[src/hdl/wbd_pkg.sv]
// shared types, constants and the cordic arctangent table for the waypoint unit
package wbd_pkg;

  localparam int CNT_W     = 6;
  localparam int DIV_STEPS = 2;
  localparam int XW        = 36;
  localparam int ZW        = 33;
  localparam int MW        = 33;
  localparam int CFG_IDX_W = 3;
  localparam int CFG_DW    = 32;

  localparam logic [21:0]            DIV_K         = 22'd3515625;
  localparam logic [31:0]            DIV_M         = 32'd2562047788;
  localparam logic signed [MW-1:0]   K_Q30         = 33'sd652032874;
  localparam logic signed [MW-1:0]   DDEG_PER_TURN = 33'sd3600;
  localparam logic signed [MW-1:0]   DM_PER_TURN   = 33'sd400301736;
  localparam logic [11:0]            DDEG_WRAP     = 12'd3600;
  localparam logic [8:0]             GAIN_ONE      = 9'd256;
  localparam logic signed [ZW-1:0]   QUARTER_TURN  = 33'sd1073741824;
  localparam logic signed [ZW-1:0]   HALF_TURN     = 33'sd2147483648;
  localparam logic [31:0]            BAM_HALF      = 32'h8000_0000;
  localparam logic [31:0]            BAM_3QTR      = 32'hC000_0000;
  localparam logic [65:0]            RND_HALF      = 66'd2147483648;

  typedef enum logic [CFG_IDX_W-1:0] {
    REG_TGT_LAT = 3'd0,
    REG_TGT_LON = 3'd1,
    REG_RADIUS  = 3'd2,
    REG_AUTO    = 3'd3,
    REG_GAIN    = 3'd4
  } reg_idx_t;

  typedef enum logic [3:0] {
    OP_NONE, OP_LOAD, OP_FILT, OP_DIV_INIT, OP_DIV_STEP, OP_DIV_STORE,
    OP_ROT_INIT, OP_VEC_INIT, OP_CORDIC, OP_ROT_STORE, OP_VEC_STORE,
    OP_MUL, OP_MUL_STORE, OP_OUT
  } op_t;

  // operand selects
  localparam logic [3:0] DV_FLAT = 4'd0;
  localparam logic [3:0] DV_TLAT = 4'd1;
  localparam logic [3:0] DV_TLON = 4'd2;
  localparam logic [3:0] DV_FLON = 4'd3;
  localparam logic [3:0] RT_LATF = 4'd0;
  localparam logic [3:0] RT_LATT = 4'd1;
  localparam logic [3:0] RT_DLON = 4'd2;
  localparam logic [3:0] VC_BEAR = 4'd0;
  localparam logic [3:0] VC_DIST = 4'd1;
  localparam logic [3:0] MU_NUM  = 4'd0;
  localparam logic [3:0] MU_T6   = 4'd1;
  localparam logic [3:0] MU_DEN1 = 4'd2;
  localparam logic [3:0] MU_DEN2 = 4'd3;
  localparam logic [3:0] MU_CC1  = 4'd4;
  localparam logic [3:0] MU_CC2  = 4'd5;
  localparam logic [3:0] MU_HYP  = 4'd6;
  localparam logic [3:0] MU_BEAR = 4'd7;
  localparam logic [3:0] MU_DIST = 4'd8;

  typedef struct packed {
    op_t        op;
    logic [3:0] sel;
    logic [4:0] idx;
  } cmd_t;

  typedef struct packed {
    logic signed [30:0] fix_lat;
    logic signed [31:0] fix_lon;
    logic               seed_filter;
  } in_t;

  typedef struct packed {
    logic [11:0] bearing_ddeg;
    logic [27:0] distance_dm;
    logic        reached;
    logic        advance;
  } out_t;

  function automatic logic [31:0] atan_bam(input logic [4:0] i);
    logic [31:0] r;
    unique case (i)
      5'd0:  r = 32'd536870912;
      5'd1:  r = 32'd316933406;
      5'd2:  r = 32'd167458907;
      5'd3:  r = 32'd85004756;
      5'd4:  r = 32'd42667331;
      5'd5:  r = 32'd21354465;
      5'd6:  r = 32'd10679838;
      5'd7:  r = 32'd5340245;
      5'd8:  r = 32'd2670163;
      5'd9:  r = 32'd1335087;
      5'd10: r = 32'd667544;
      5'd11: r = 32'd333772;
      5'd12: r = 32'd166886;
      5'd13: r = 32'd83443;
      5'd14: r = 32'd41722;
      5'd15: r = 32'd20861;
      5'd16: r = 32'd10430;
      5'd17: r = 32'd5215;
      5'd18: r = 32'd2608;
      5'd19: r = 32'd1304;
      5'd20: r = 32'd652;
      5'd21: r = 32'd326;
      5'd22: r = 32'd163;
      5'd23: r = 32'd81;
      5'd24: r = 32'd41;
      5'd25: r = 32'd20;
      5'd26: r = 32'd10;
      5'd27: r = 32'd5;
      5'd28: r = 32'd3;
      5'd29: r = 32'd1;
      5'd30: r = 32'd1;
      5'd31: r = 32'd0;
    endcase
    return r;
  endfunction

endpackage

[src/hdl/wbd_ctrl.sv]
// sequencer that steps the datapath through load, filter, conversions, cordic, products and output
module wbd_ctrl #(
  parameter int CORDIC_STEPS = 24
) (
  input  logic          clk,
  input  logic          rst_n,
  input  logic          in_valid,
  output logic          in_ready,
  output logic          out_valid,
  input  logic          out_ready,
  output wbd_pkg::cmd_t cmd
);
  import wbd_pkg::*;

  typedef enum logic [6:0] {
    S_IDLE = 7'b0000001,
    S_FILT = 7'b0000010,
    S_DIV  = 7'b0000100,
    S_ROT  = 7'b0001000,
    S_MUL  = 7'b0010000,
    S_VEC  = 7'b0100000,
    S_OUT  = 7'b1000000
  } state_t;

  localparam logic [CNT_W-1:0] CRD_END = CNT_W'(CORDIC_STEPS + 1);
  localparam logic [CNT_W-1:0] DIV_END = CNT_W'(DIV_STEPS + 1);

  state_t           state_r, state_nxt;
  logic [CNT_W-1:0] cnt_r, cnt_nxt;
  logic [3:0]       k_r, k_nxt;
  logic             out_valid_r, out_valid_nxt;
  logic [CNT_W-1:0] cnt_m1;

  assign cnt_m1    = cnt_r - CNT_W'(1);
  assign in_ready  = (state_r == S_IDLE);
  assign out_valid = out_valid_r;

  always_comb begin
    state_nxt     = state_r;
    cnt_nxt       = cnt_r;
    k_nxt         = k_r;
    out_valid_nxt = out_valid_r && !out_ready;
    cmd.op        = OP_NONE;
    cmd.sel       = k_r;
    cmd.idx       = cnt_m1[4:0];
    unique case (state_r)
      S_IDLE: begin
        if (in_valid) begin
          cmd.op    = OP_LOAD;
          state_nxt = S_FILT;
        end
      end
      S_FILT: begin
        cmd.op    = OP_FILT;
        state_nxt = S_DIV;
        cnt_nxt   = '0;
        k_nxt     = DV_FLAT;
      end
      S_DIV: begin
        cnt_nxt = cnt_r + CNT_W'(1);
        if (cnt_r == '0) begin
          cmd.op = OP_DIV_INIT;
        end else if (cnt_r == DIV_END) begin
          cmd.op  = OP_DIV_STORE;
          cnt_nxt = '0;
          if (k_r == DV_FLON) begin
            state_nxt = S_ROT;
            k_nxt     = RT_LATF;
          end else begin
            k_nxt = k_r + 4'd1;
          end
        end else begin
          cmd.op = OP_DIV_STEP;
        end
      end
      S_ROT: begin
        cnt_nxt = cnt_r + CNT_W'(1);
        if (cnt_r == '0) begin
          cmd.op = OP_ROT_INIT;
        end else if (cnt_r == CRD_END) begin
          cmd.op  = OP_ROT_STORE;
          cnt_nxt = '0;
          if (k_r == RT_DLON) begin
            state_nxt = S_MUL;
            k_nxt     = MU_NUM;
          end else begin
            k_nxt = k_r + 4'd1;
          end
        end else begin
          cmd.op = OP_CORDIC;
        end
      end
      S_MUL: begin
        if (!cnt_r[0]) begin
          cmd.op  = OP_MUL;
          cnt_nxt = CNT_W'(1);
        end else begin
          cmd.op  = OP_MUL_STORE;
          cnt_nxt = '0;
          priority if (k_r == MU_CC2) begin
            state_nxt = S_VEC;
            k_nxt     = VC_BEAR;
          end else if (k_r == MU_HYP) begin
            state_nxt = S_VEC;
            k_nxt     = VC_DIST;
          end else if (k_r == MU_DIST) begin
            state_nxt = S_OUT;
          end else begin
            k_nxt = k_r + 4'd1;
          end
        end
      end
      S_VEC: begin
        cnt_nxt = cnt_r + CNT_W'(1);
        if (cnt_r == '0) begin
          cmd.op = OP_VEC_INIT;
        end else if (cnt_r == CRD_END) begin
          cmd.op    = OP_VEC_STORE;
          cnt_nxt   = '0;
          state_nxt = S_MUL;
          k_nxt     = (k_r == VC_BEAR) ? MU_HYP : MU_BEAR;
        end else begin
          cmd.op = OP_CORDIC;
        end
      end
      S_OUT: begin
        if (!out_valid_r || out_ready) begin
          cmd.op        = OP_OUT;
          out_valid_nxt = 1'b1;
          state_nxt     = S_IDLE;
        end
      end
      default: state_nxt = S_IDLE;
    endcase
  end

  always_ff @(posedge clk) begin
    if (!rst_n) begin
      state_r     <= S_IDLE;
      cnt_r       <= '0;
      k_r         <= '0;
      out_valid_r <= 1'b0;
    end else begin
      state_r     <= state_nxt;
      cnt_r       <= cnt_nxt;
      k_r         <= k_nxt;
      out_valid_r <= out_valid_nxt;
    end
  end

endmodule

[config.mk]
export PLATFORM = sky130hd
export DESIGN_NAME = wbd_ctrl
export DESIGN_NICKNAME = d
export VERILOG_FILES = /design/src/hdl/wbd_pkg.sv /design/src/hdl/wbd_ctrl.sv
export SDC_FILE = /design/constraint.sdc
export NUM_CORES = 1
export LEC_CHECK = 0
export ABC_CLOCK_PERIOD_IN_PS = 5100
export BUFFER_PORTS_ARGS = -buffer_cell sky130_fd_sc_hd__buf_2
export CAP_MARGIN = 0
export CORE_UTILIZATION = 61
export CTS_BUF_LIST = sky130_fd_sc_hd__clkbuf_4 sky130_fd_sc_hd__clkbuf_8 sky130_fd_sc_hd__clkbuf_16
export CTS_CLUSTER_DIAMETER = 40
export DETAILED_ROUTE_END_ITERATION = 16
export GPL_ROUTABILITY_DRIVEN = 1
export GPL_TIMING_DRIVEN = 0
export PLACE_DENSITY = 0.84
export SYNTH_ARGS = -nofsm -noshare
export SYNTH_HDL_FRONTEND = slang
export SYNTH_SLANG_ARGS = --single-unit
[constraint.sdc]
create_clock -name clk -period 5.1 [get_ports clk]
set_clock_uncertainty 0.2 [all_clocks]
set_input_delay 0.51 -clock clk [delete_from_list [all_inputs] [get_ports clk]]
set_output_delay 0.51 -clock clk [all_outputs]
set_load 0.02 [all_outputs]
==> results by group, run 1 <==
Placed design
  – Routability cong.: 0.9471
  – Placed Area: 1544 um2
  – Dpl hpwl: 2726 um
  – Port bufs: 18

Die
  – Row cnt: 17
  – Core Region: 2212 um2
  – Die footprint: between 2000 and 3000 um2
  – Die Ht: 50.23 um
  – Die width: roughly 50 um
  – IO Pins: 19
  – Initial core utilization: 0.6414

Synth
  – Synth Register Bits: 18
  – Unique masters post-synth: 53
  – Post-Synthesis Cells: about 190
  – Async set-reset flop share out of synthesis: 0
  – Post-Syn Area: 1419 um2
  – EDFF count, synth: 0
  – Main flop type after synthesis: dfxtp_1
  – Syn Nets: 198
  – Synth warn: 0
  – Sequential-to-total area share from yosys stat: 0.2540
  – Post-Syn Area per Cell: 7.587 um2

Routing
  – ANT nets after route: 0
  – DR pass1 iterations: 5
  – Via count: about 1.6k
  – Via density: between 6 and 7
  – Wire per inst: 15.74 um
  – Final wirelength: 3731 um
  – Drt initial violations: 90
  – Post-route DRC: 0

STA
  – Final Cycle Share: 0.6370
  – Final Hold Slack: 0.2737 ns
  – Minimum clock period: 3.249 ns
  – Final setup fails: 0
  – Slew Limit Headroom: 0.3268
  – Pins Over Slew Limit: 0
  – Max Freq: around 310 MHz
  – Final hold violation count: 0
  – TNS Setup: 0 ns
  – RSZ-0062 raised after global routing: no
  – Slew @ Worst Pin: 0.9941 ns

Power
  – Static Leak: 0.5885 nW
  – Sw Share: 0.4070
  – Total Power: 0.4342 mW
  – Power Density: 274.8 nW/um2
  – Worst vdd rail ir drop: 0.1885 mV
  – P_sw: roughly 0.18 mW
  – Sequential Power Share: 0.386
  – Combinational power share: 0.405
  – Clock Power Share: 0.208
  – Internal: 0.2575 mW

CTS
  – Max clock buf depth: 2
  – Worst-Skew Late Latency: 0.30 ns
  – CTS tree: built
  – Post-cts resize count: 0
  – Reg clk slew, reported paths: 0.10 ns
  – TritonCTS buffer count: 3
  – # clock sinks: 18
  – Clk root buf: clkbuf_4
  – H-tree depth: 1
  – Post-CTS Setup Bufs: 0
  – Post-CTS Hold Fix Bufs: 0

Finish
  – Share of cells above drive strength 1: 0.1770
  – Final instance area: 1580 um2
  – Syn-to-layout area delta: 11.38%
  – Most common cell after layout, fill and taps aside: buf_2
  – Inserted Diodes: 0
  – Multi-input logic area: a little under 1000 um2
  – Register area: around 360 um2
  – Fill cells: 190
  – Most frequent cells in the layout: 23 x buf_2, 19 x nor2_1, 18 x dfxtp_1, 13 x nand3_1, 13 x nand2_1
  – Nets: 221

Global routing
  – All-layer global routing usage: 0.3166
  – Largest net degree at the start of global routing: 11
  – First-pass GRT wire length: 6168 um
  – Vias in the first global route: 1414
  – Antenna violations before repair: 0
  – GR Overflow Total: 0

Worst setup path
  – Worst-path maximum fanout: 8
  – Arrival @ worst endpoint: 2.54 ns
  – Critical Path Source Type: flip-flop
  – Reg2reg setup slack: 2.01 ns
  – Critical R2R Launch: state_r[2]
  – Critical path endpoint category: output port
  – Worst EP required: about 4.4 ns
  – Worst Setup SP: state_r[0]
  – Setup CP Type: reg -> out

Job
  – Max Cap Violations: 0

Status
  – Status: completed

Min path
  – Hold Path Class: in -> reg
  – Hold Path Origin: in_valid
==> final timing paths <==
kind / endpoint / cells after the start
max reg2reg: k_r[1] / 7
min reg2reg: out_valid / 2
min: state_r[0] / 2
max: cmd[10] / 6
==> sequential cells by signal, indices dropped and copies added (netlist names) <==
signal and flops:
k_r 4, out_valid 1, state_r 7, cnt_r 6
==> layout make-up <==
type	count	share of cell area
multi-input combinational	152	0.6231
clock buffer	4	0.02296
timing repair buffer	18	0.05701
sequential	18	0.2280
buffer	10	0.03009
tap	28	0.02217
inverter	7	0.01663
==> synth_stat cells, types with 3 or more instances <==
master	instances	area, um2
nor2b_1	4	25.02
a21oi_1	12	60.06
o21ai_0	11	55.05
clkbuf_1	4	15.01
o211ai_1	3	22.52
xnor2_1	3	26.28
xor2_1	4	35.03
nor2_1	19	71.32
buf_2	5	25.02
inv_1	7	26.28
dfxtp_1	18	360.4
nand3_1	13	65.06
o22ai_1	4	25.02
nor3_1	6	30.03
nor4_1	4	25.02
ha_1	7	87.58
nand2_1	13	48.80
==> metrics by stage <==
step           std cells    util  worst slack, ns
3_5_place_dp         233  0.6980            2.145
6_report             237  0.7144            1.851
5_1_grt              237  0.7144            1.732
2_1_floorplan        187       -            2.590
3_3_place_gp         233  0.6980            2.178
4_1_cts              237  0.7144            1.979
==> cell families after synthesis <==
family | share of synthesized area
AND/OR/NAND/NOR | 0.3263
multiplexers | 0.007936
adder cells (fa/ha/maj) | 0.06173
flip-flops | 0.2540
buffers and inverters | 0.05203
AO/OA/AOI/OAI | 0.2549
XOR/XNOR | 0.04321
==> critical path, stage by stage, from the launching register on <==
cell      delay (ns)
dfxtp_1         0.39
nor3_1          0.64
nand4b_1        0.42
a21oi_1         0.29
a31oi_1         0.12
o211ai_1        0.18
buf_2           0.20
==> power by group through the flow <==
stage	Combinational (mW)	Sequential (mW)	Clock, mW
2_1_floorplan	0.126	0.168	0
3_3_place_gp	0.164	0.169	0
3_5_place_dp	0.169	0.170	0
4_1_cts	0.171	0.167	0.0913
5_1_grt	0.189	0.170	0.0961
6_report	0.176	0.168	0.0905
==> metal layers <==
layer	up-vias	global-route usage	wire length (um)
met1	725	0.4126	1602
met5	-	0	0
met3	7	0.04848	373
met2	98	0.5200	1704
li1	744	-	-
met4	0	0.1190	51
(Power assumes the default switching activity.)
==> run 2: changes to the inputs <==
- ABC_AREA: unset -> 1
- ABC_CLOCK_PERIOD_IN_PS: 5100 -> 2700
- CORE_UTILIZATION: 61 -> 53
- PLACE_DENSITY: 0.84 -> 0.76
- clock period: 5.1 -> 2.7 ns (I/O delays scaled with it)
==> run 2 against run 1 <==
Worst hold slack worse by 0.26 ns. Utilization down 8.6 points. Clock power up 54%. Critical path depth up 3. Largest cell class unchanged.
==> results by group, run 2 <==
Finish
  – Max reg flops: 7
  – Most frequent cells in the layout: 64 x nand2_1, 36 x nor2_1, 25 x inv_1, 25 x nand3_1, 18 x buf_2
  – Reg with most FFs: state_r
  – Final instance area: 1949 um2
  – Inserted Diodes: 0
  – Fill cells: slightly above 300
  – Registers with the most flip-flops: state_r: 7 flops, cnt_r: 6 flops, k_r: 4 flops
  – Syn-to-layout area delta: 10.65%
  – Final Core Density: 0.6282
  – Most common cell after layout, fill and taps aside: nand2_1
  – Share of cells above drive strength 1: 0.2585
  – Nets: ~310

Die
  – IO Pins: 19
  – Die footprint: 3559 um2
  – Die Ht: just under 60 um
  – Die width: 59.66 um
  – Core Region: ~3100 um2
  – Row cnt: 20
  – Initial core utilization: 0.5677

Routing
  – Via density: 5.053
  – Post-route DRC: 0
  – Via count: between 1.5k and 2k
  – ANT nets after route: 0
  – DR pass1 iterations: 4
  – Drt initial violations: 91
  – Wire per inst: 11.92 um
  – Final wirelength: 4029 um

Synth
  – Most instantiated library cell after synthesis: nand2_1
  – Synth Register Bits: 18
  – EDFF count, synth: 0
  – Async set-reset flop share out of synthesis: 0
  – Main flop type after synthesis: dfxtp_1
  – Post-Syn Area: 1762 um2
  – Ranking of synthesized cells by area: dfxtp_1 20%, nand2_1 14%, nor2_1 7.7%
  – Post-Syn Area per Cell: 6.501 um2
  – Post-Synthesis Cells: 271
  – Post-synth top area cell: dfxtp_1
  – Top-area cell type share of the netlist area: 0.2045
  – Synth warn: 0
  – Unique masters post-synth: 33
  – Top cells by count, synth: 64 x nand2_1, 36 x nor2_1, 25 x inv_1, 25 x nand3_1, 18 x dfxtp_1
  – Syn Nets: 282
  – Sequential-to-total area share from yosys stat: 0.2045

Global routing
  – Vias in the first global route: 1492
  – GR Overflow Total: 0
  – First-pass GRT wire length: 6617 um
  – All-layer global routing usage: 0.2529
  – Largest net degree at the start of global routing: 11
  – Antenna violations before repair: 0

STA
  – Slew @ Worst Pin: roughly 0.4 ns
  – TNS Setup: 0 ns
  – Final Cycle Share: 0.9199
  – Pins Over Slew Limit: 0
  – Final hold violation count: 0
  – Slew Limit Headroom: 0.7322
  – Final setup fails: 0
  – Final Hold Slack: between 0.015 and 0.02 ns
  – RSZ-0062 raised after global routing: no
  – Max Freq: 402.6 MHz
  – Minimum clock period: 2.484 ns

Min path
  – Hold path endpoint: state_r[0]
  – Hold Path Class: in -> reg
  – Hold Path Stages: 2
  – Hold Path Origin: rst_n

Job
  – Max Cap Violations: 0

Placed design
  – Routability cong.: around 0.94
  – Placed Area: 1907 um2
  – Dpl hpwl: 3256 um
  – Port bufs: 18

Worst setup path
  – Critical R2R Launch: k_r[0]
  – Arrival @ worst endpoint: 2.01 ns
  – Worst Reg-to-Reg Cells: 11
  – Critical Path Source Type: flip-flop
  – Critical path endpoint category: output port
  – Worst EP required: 2.23 ns
  – Setup CP Type: reg -> out
  – Reg2reg end: state_r[4]
  – Worst-path maximum fanout: 7
  – Reg2reg setup slack: 0.65 ns

CTS
  – TritonCTS buffer count: 3
  – H-tree depth: 1
  – # clock sinks: 18
  – Max clock buf depth: 2
  – Clk root buf: clkbuf_4
  – Reg clk slew, reported paths: 0.10 ns
  – CTS tree: built
  – Worst-Skew Late Latency: 0.30 ns
  – Post-CTS Hold Fix Bufs: 0

Power
  – Power Density: 836.3 nW/um2
  – Total Power: 1.630 mW
  – Worst vdd rail ir drop: 0.4487 mV
  – Static Leak: 0.8944 nW

Status
  – Status: completed
run 2: cell types whose count changed after synthesis, moves of 6 or more:
cell and change:
inv_1 +18, inv_2 +7, nand2_1 +51, nand2_2 +11
nand3_1 +12, nor2_1 +17, nor2_2 +6, nor2_4 +10
o21ai_0 -9
run 2: kinds of logic (layout without fill, tap and decap cells):
group / count (synthesis) / after routing / share of synthesized area
adder cells (fa/ha/maj): 7 / 7 / 0.04971
AND/OR/NAND/NOR: 181 / 181 / 0.5561
flip-flops: 18 / 18 / 0.2045
AO/OA/AOI/OAI: 25 / 25 / 0.08594
XOR/XNOR: 4 / 4 / 0.01988
buffers and inverters: 36 / 59 / 0.08381
run 2: cell type report:
class	instances	area [um2]	area share
Buffer	1	11.26	0.005777
Sequential cell	18	361.6	0.1855
Timing Repair Buffer	20	105.1	0.05392
Multi-Input combinational cell	217	1254	0.6431
Tap cell	44	55.05	0.02824
Clock buffer	3	22.52	0.01155
Inverter	35	140.1	0.07189
run 2: report_power, final:
part	total [mW]	switching, mW	internal [mW]
clock	0.139	0.0868	0.0522
sequential	0.367	0.0506	0.317
combinational	1.12	0.755	0.369
run 2: how the worst max path moves through the flow:
stage	from	cells past startpoint	slack (ns)	end
2_1_floorplan	cnt_r[0]	8	0.47	cmd[9]
3_3_place_gp	cnt_r[0]	9	0.40	cmd[9]
3_5_place_dp	cnt_r[0]	9	0.38	cmd[9]
4_1_cts	cnt_r[0]	9	0.03	cmd[9]
5_1_grt	cnt_r[0]	9	0.07	cmd[9]
6_report	cnt_r[0]	9	0.22	cmd[9]
run 2: critical path, stage by stage, from the launching register on:
cell and delay, ns:
dfxtp_2 0.39, clkinvlp_4 0.15, ha_1 0.25, nand2_2 0.12, nor2_4 0.06, inv_1 0.18, a21oi_1 0.10, a21oi_1 0.12
o2111ai_1 0.14, buf_2 0.19
run 2: through the flow:
step	setup slack, ns	instances
after detailed placement	0.3829	333
after CTS	0.02567	336
after global placement	0.3956	333
final	0.2163	338
after floorplan	0.4660	271
after global routing	0.07230	338
run 2: routing by layer:
metal | track usage | wire, um | share of wire | vias up
li1 | - | - | - | 923
met1 | 0.3496 | 2030 | 0.50 | 748
met2 | 0.3873 | 1785 | 0.44 | 33
met3 | 0.04545 | 158 | 0.039 | 4
met4 | 0.09967 | 55 | 0.014 | 0
met5 | 0 | 0 | 0 | -
run 2: repair_timing:
action	4_1_cts	5_1_grt
endpoints found under the setup margin	0	1
gates resized for setup	0	2
setup buffers	0	2
==> run 3: changes to the inputs <==
- CELL_PAD_IN_SITES_DETAIL_PLACEMENT: unset -> 0
- CELL_PAD_IN_SITES_GLOBAL_PLACEMENT: unset -> 2
- CORE_ASPECT_RATIO: unset -> 0.7
- CORE_UTILIZATION: 53 -> 29
- PLACE_DENSITY: 0.76 -> unset
- PLACE_DENSITY_LB_ADDON: unset -> 0.1
==> run 3 against run 2 <==
Global-route usage shrank 7.4 points. Total power grew 4.9%. Cell area grew 2.0%. Critical endpoint unchanged. Largest cell class unchanged.
==> results by group, run 3 (synthesis results as in run 2) <==
Finish
  – Fill cells: 652
  – Reg with most FFs: state_r
  – Inserted Diodes: 0
  – Most common cell after layout, fill and taps aside: nand2_1
  – Most frequent cells in the layout: 64 x nand2_1, 36 x nor2_1, 25 x inv_1, 25 x nand3_1
  – Register area: 360.3 um2
  – Max reg flops: 7
  – Fin cells: 367
  – Nets: 305
  – Syn-to-layout area delta: 12.86%
  – Multi-input logic area: roughly 1300 um2
  – Share of cells above drive strength 1: 0.2500
  – Registers with the most flip-flops: state_r: 7 flops, cnt_r: 6 flops, k_r: 4 flops

Min path
  – Hold Path Class: in -> reg

Power
  – Worst vdd rail ir drop: about 0.34 mV
  – Power Density: 860.1 nW/um2
  – P_sw: about 0.93 mW
  – Clock Power Share: 0.118
  – Static Leak: 0.8941 nW
  – Combinational power share: 0.667
  – Internal: 0.7752 mW
  – Sequential Power Share: 0.216
  – Sw Share: 0.5466

Worst setup path
  – Arrival @ worst endpoint: 2.08 ns
  – Critical path endpoint category: output port
  – Worst-path maximum fanout: 9
  – Worst EP required: 2.23 ns
  – Setup CP Type: reg -> out
  – Critical Path Source Type: flip-flop

CTS
  – CTS tree: built
  – Post-CTS Setup Bufs: 0
  – TritonCTS buffer count: 3
  – Clk root buf: clkbuf_8
  – Post-CTS Hold Fix Bufs: 0
  – Max clock buf depth: 2
  – H-tree depth: 1
  – # clock sinks: 18
  – Worst-Skew Late Latency: roughly 0.26 ns
  – Reg clk slew, reported paths: approximately 0.070 ns

Placed design
  – Port bufs: 18
  – Placed insts: ~360
  – Routability cong.: 0.7836
  – Dpl hpwl: 4193 um
  – Pre-CTS WS: 0.2950 ns

Routing
  – Final wirelength: between 5000 and 6000 um
  – Drt initial violations: a little over 60
  – Via density: 4.815
  – DR pass1 iterations: 4
  – Via count: 1767
  – ANT nets after route: 0
  – Post-route DRC: 0
  – Wire per inst: 14.16 um

Die
  – Initial core utilization: 0.3046
  – Die footprint: between 6000 and 7000 um2
  – Die Ht: slightly below 70 um
  – Core Region: between 5000 and 6000 um2
  – Row cnt: 23
  – IO Pins: 19
  – Die width: 95.16 um

STA
  – Minimum clock period: around 2.6 ns
  – Max Freq: 391.6 MHz
  – Pins Over Slew Limit: 0
  – RSZ-0062 raised after global routing: no
  – Final Cycle Share: 0.9458
  – Worst setup margin: 0.1464 ns
  – Final setup fails: 0
  – Slew Limit Headroom: 0.7170
  – TNS Setup: 0 ns
  – Final hold violation count: 0
  – Slew @ Worst Pin: roughly 0.42 ns

Status
  – Status: completed

Global routing
  – Antenna violations before repair: 0
  – First-pass GRT wire length: 8562 um
  – All-layer global routing usage: 0.1789
  – Vias in the first global route: 1639
  – Largest net degree at the start of global routing: 11
  – GR Overflow Total: 0

Job
  – Max Cap Violations: 0
## run 3: cell type report
type	instances	share of cell area
timing repair buffer	18	0.04531
multi-input combinational	217	0.6306
sequential	18	0.1812
clock buffer	3	0.02077
inverter	35	0.06923
tap	75	0.04720
buffer	1	0.005664
## run 3: metrics by stage
| stage | hold slack (ns) | cell area (um2) | power [mW] | util |
|---|---|---|---|---|
| finish | 0.06788 | 1988 | 1.710 | 0.3437 |
| global route | 0.08045 | 1988 | 1.881 | 0.3437 |
| CTS | 0.06863 | 1988 | 1.739 | 0.3437 |
| detailed placement | 0.2885 | 1946 | 1.527 | 0.3364 |
| global placement | 0.2805 | 1946 | 1.535 | 0.3364 |
| floorplan | 0.1548 | 1762 | 1.256 | - |
## run 3: worst max-delay path, stage by stage, from the launching register on
cell and delay [ns]:
dfxtp_1 0.42, clkinv_2 0.18, ha_1 0.28, nand2_2 0.12
nor2_4 0.07, inv_1 0.20, a21oi_1 0.12, a21oi_1 0.13
o2111ai_1 0.12, buf_2 0.18
## run 3: power by group through the flow
stage / logic (mW) / clock network, mW / registers [mW]
final: 1.14 / 0.201 / 0.369
after global routing: 1.28 / 0.226 / 0.377
after CTS: 1.16 / 0.214 / 0.370
after detailed placement: 1.15 / 0 / 0.375
after global placement: 1.16 / 0 / 0.374
after floorplan: 0.890 / 0 / 0.365
## run 3: path summary, 6_finish.rpt
kind / slack (ns) / cells past startpoint / from / endpoint
max: 0.15 / 9 / cnt_r[0] / cmd[9]
min: 0.07 / 2 / rst_n / state_r[0]
max reg2reg: 0.59 / 11 / k_r[0] / state_r[4]
min reg2reg: 0.29 / 2 / cnt_r[1] / cnt_r[1]
## run 3: routing by layer
metal  track usage  vias to the layer above  wire (um)
met4       0.03409                        0         38
met5             0                        -          0
li1              -                      922          -
met3       0.03378                        4        315
met1        0.2813                      803       2805
met2        0.2455                       38       2036
## run 3: what timing repair did
item                                   CTS  global route
gates resized for setup                  1             0
setup endpoints to repair                1             0
endpoints found under the hold margin    0             0
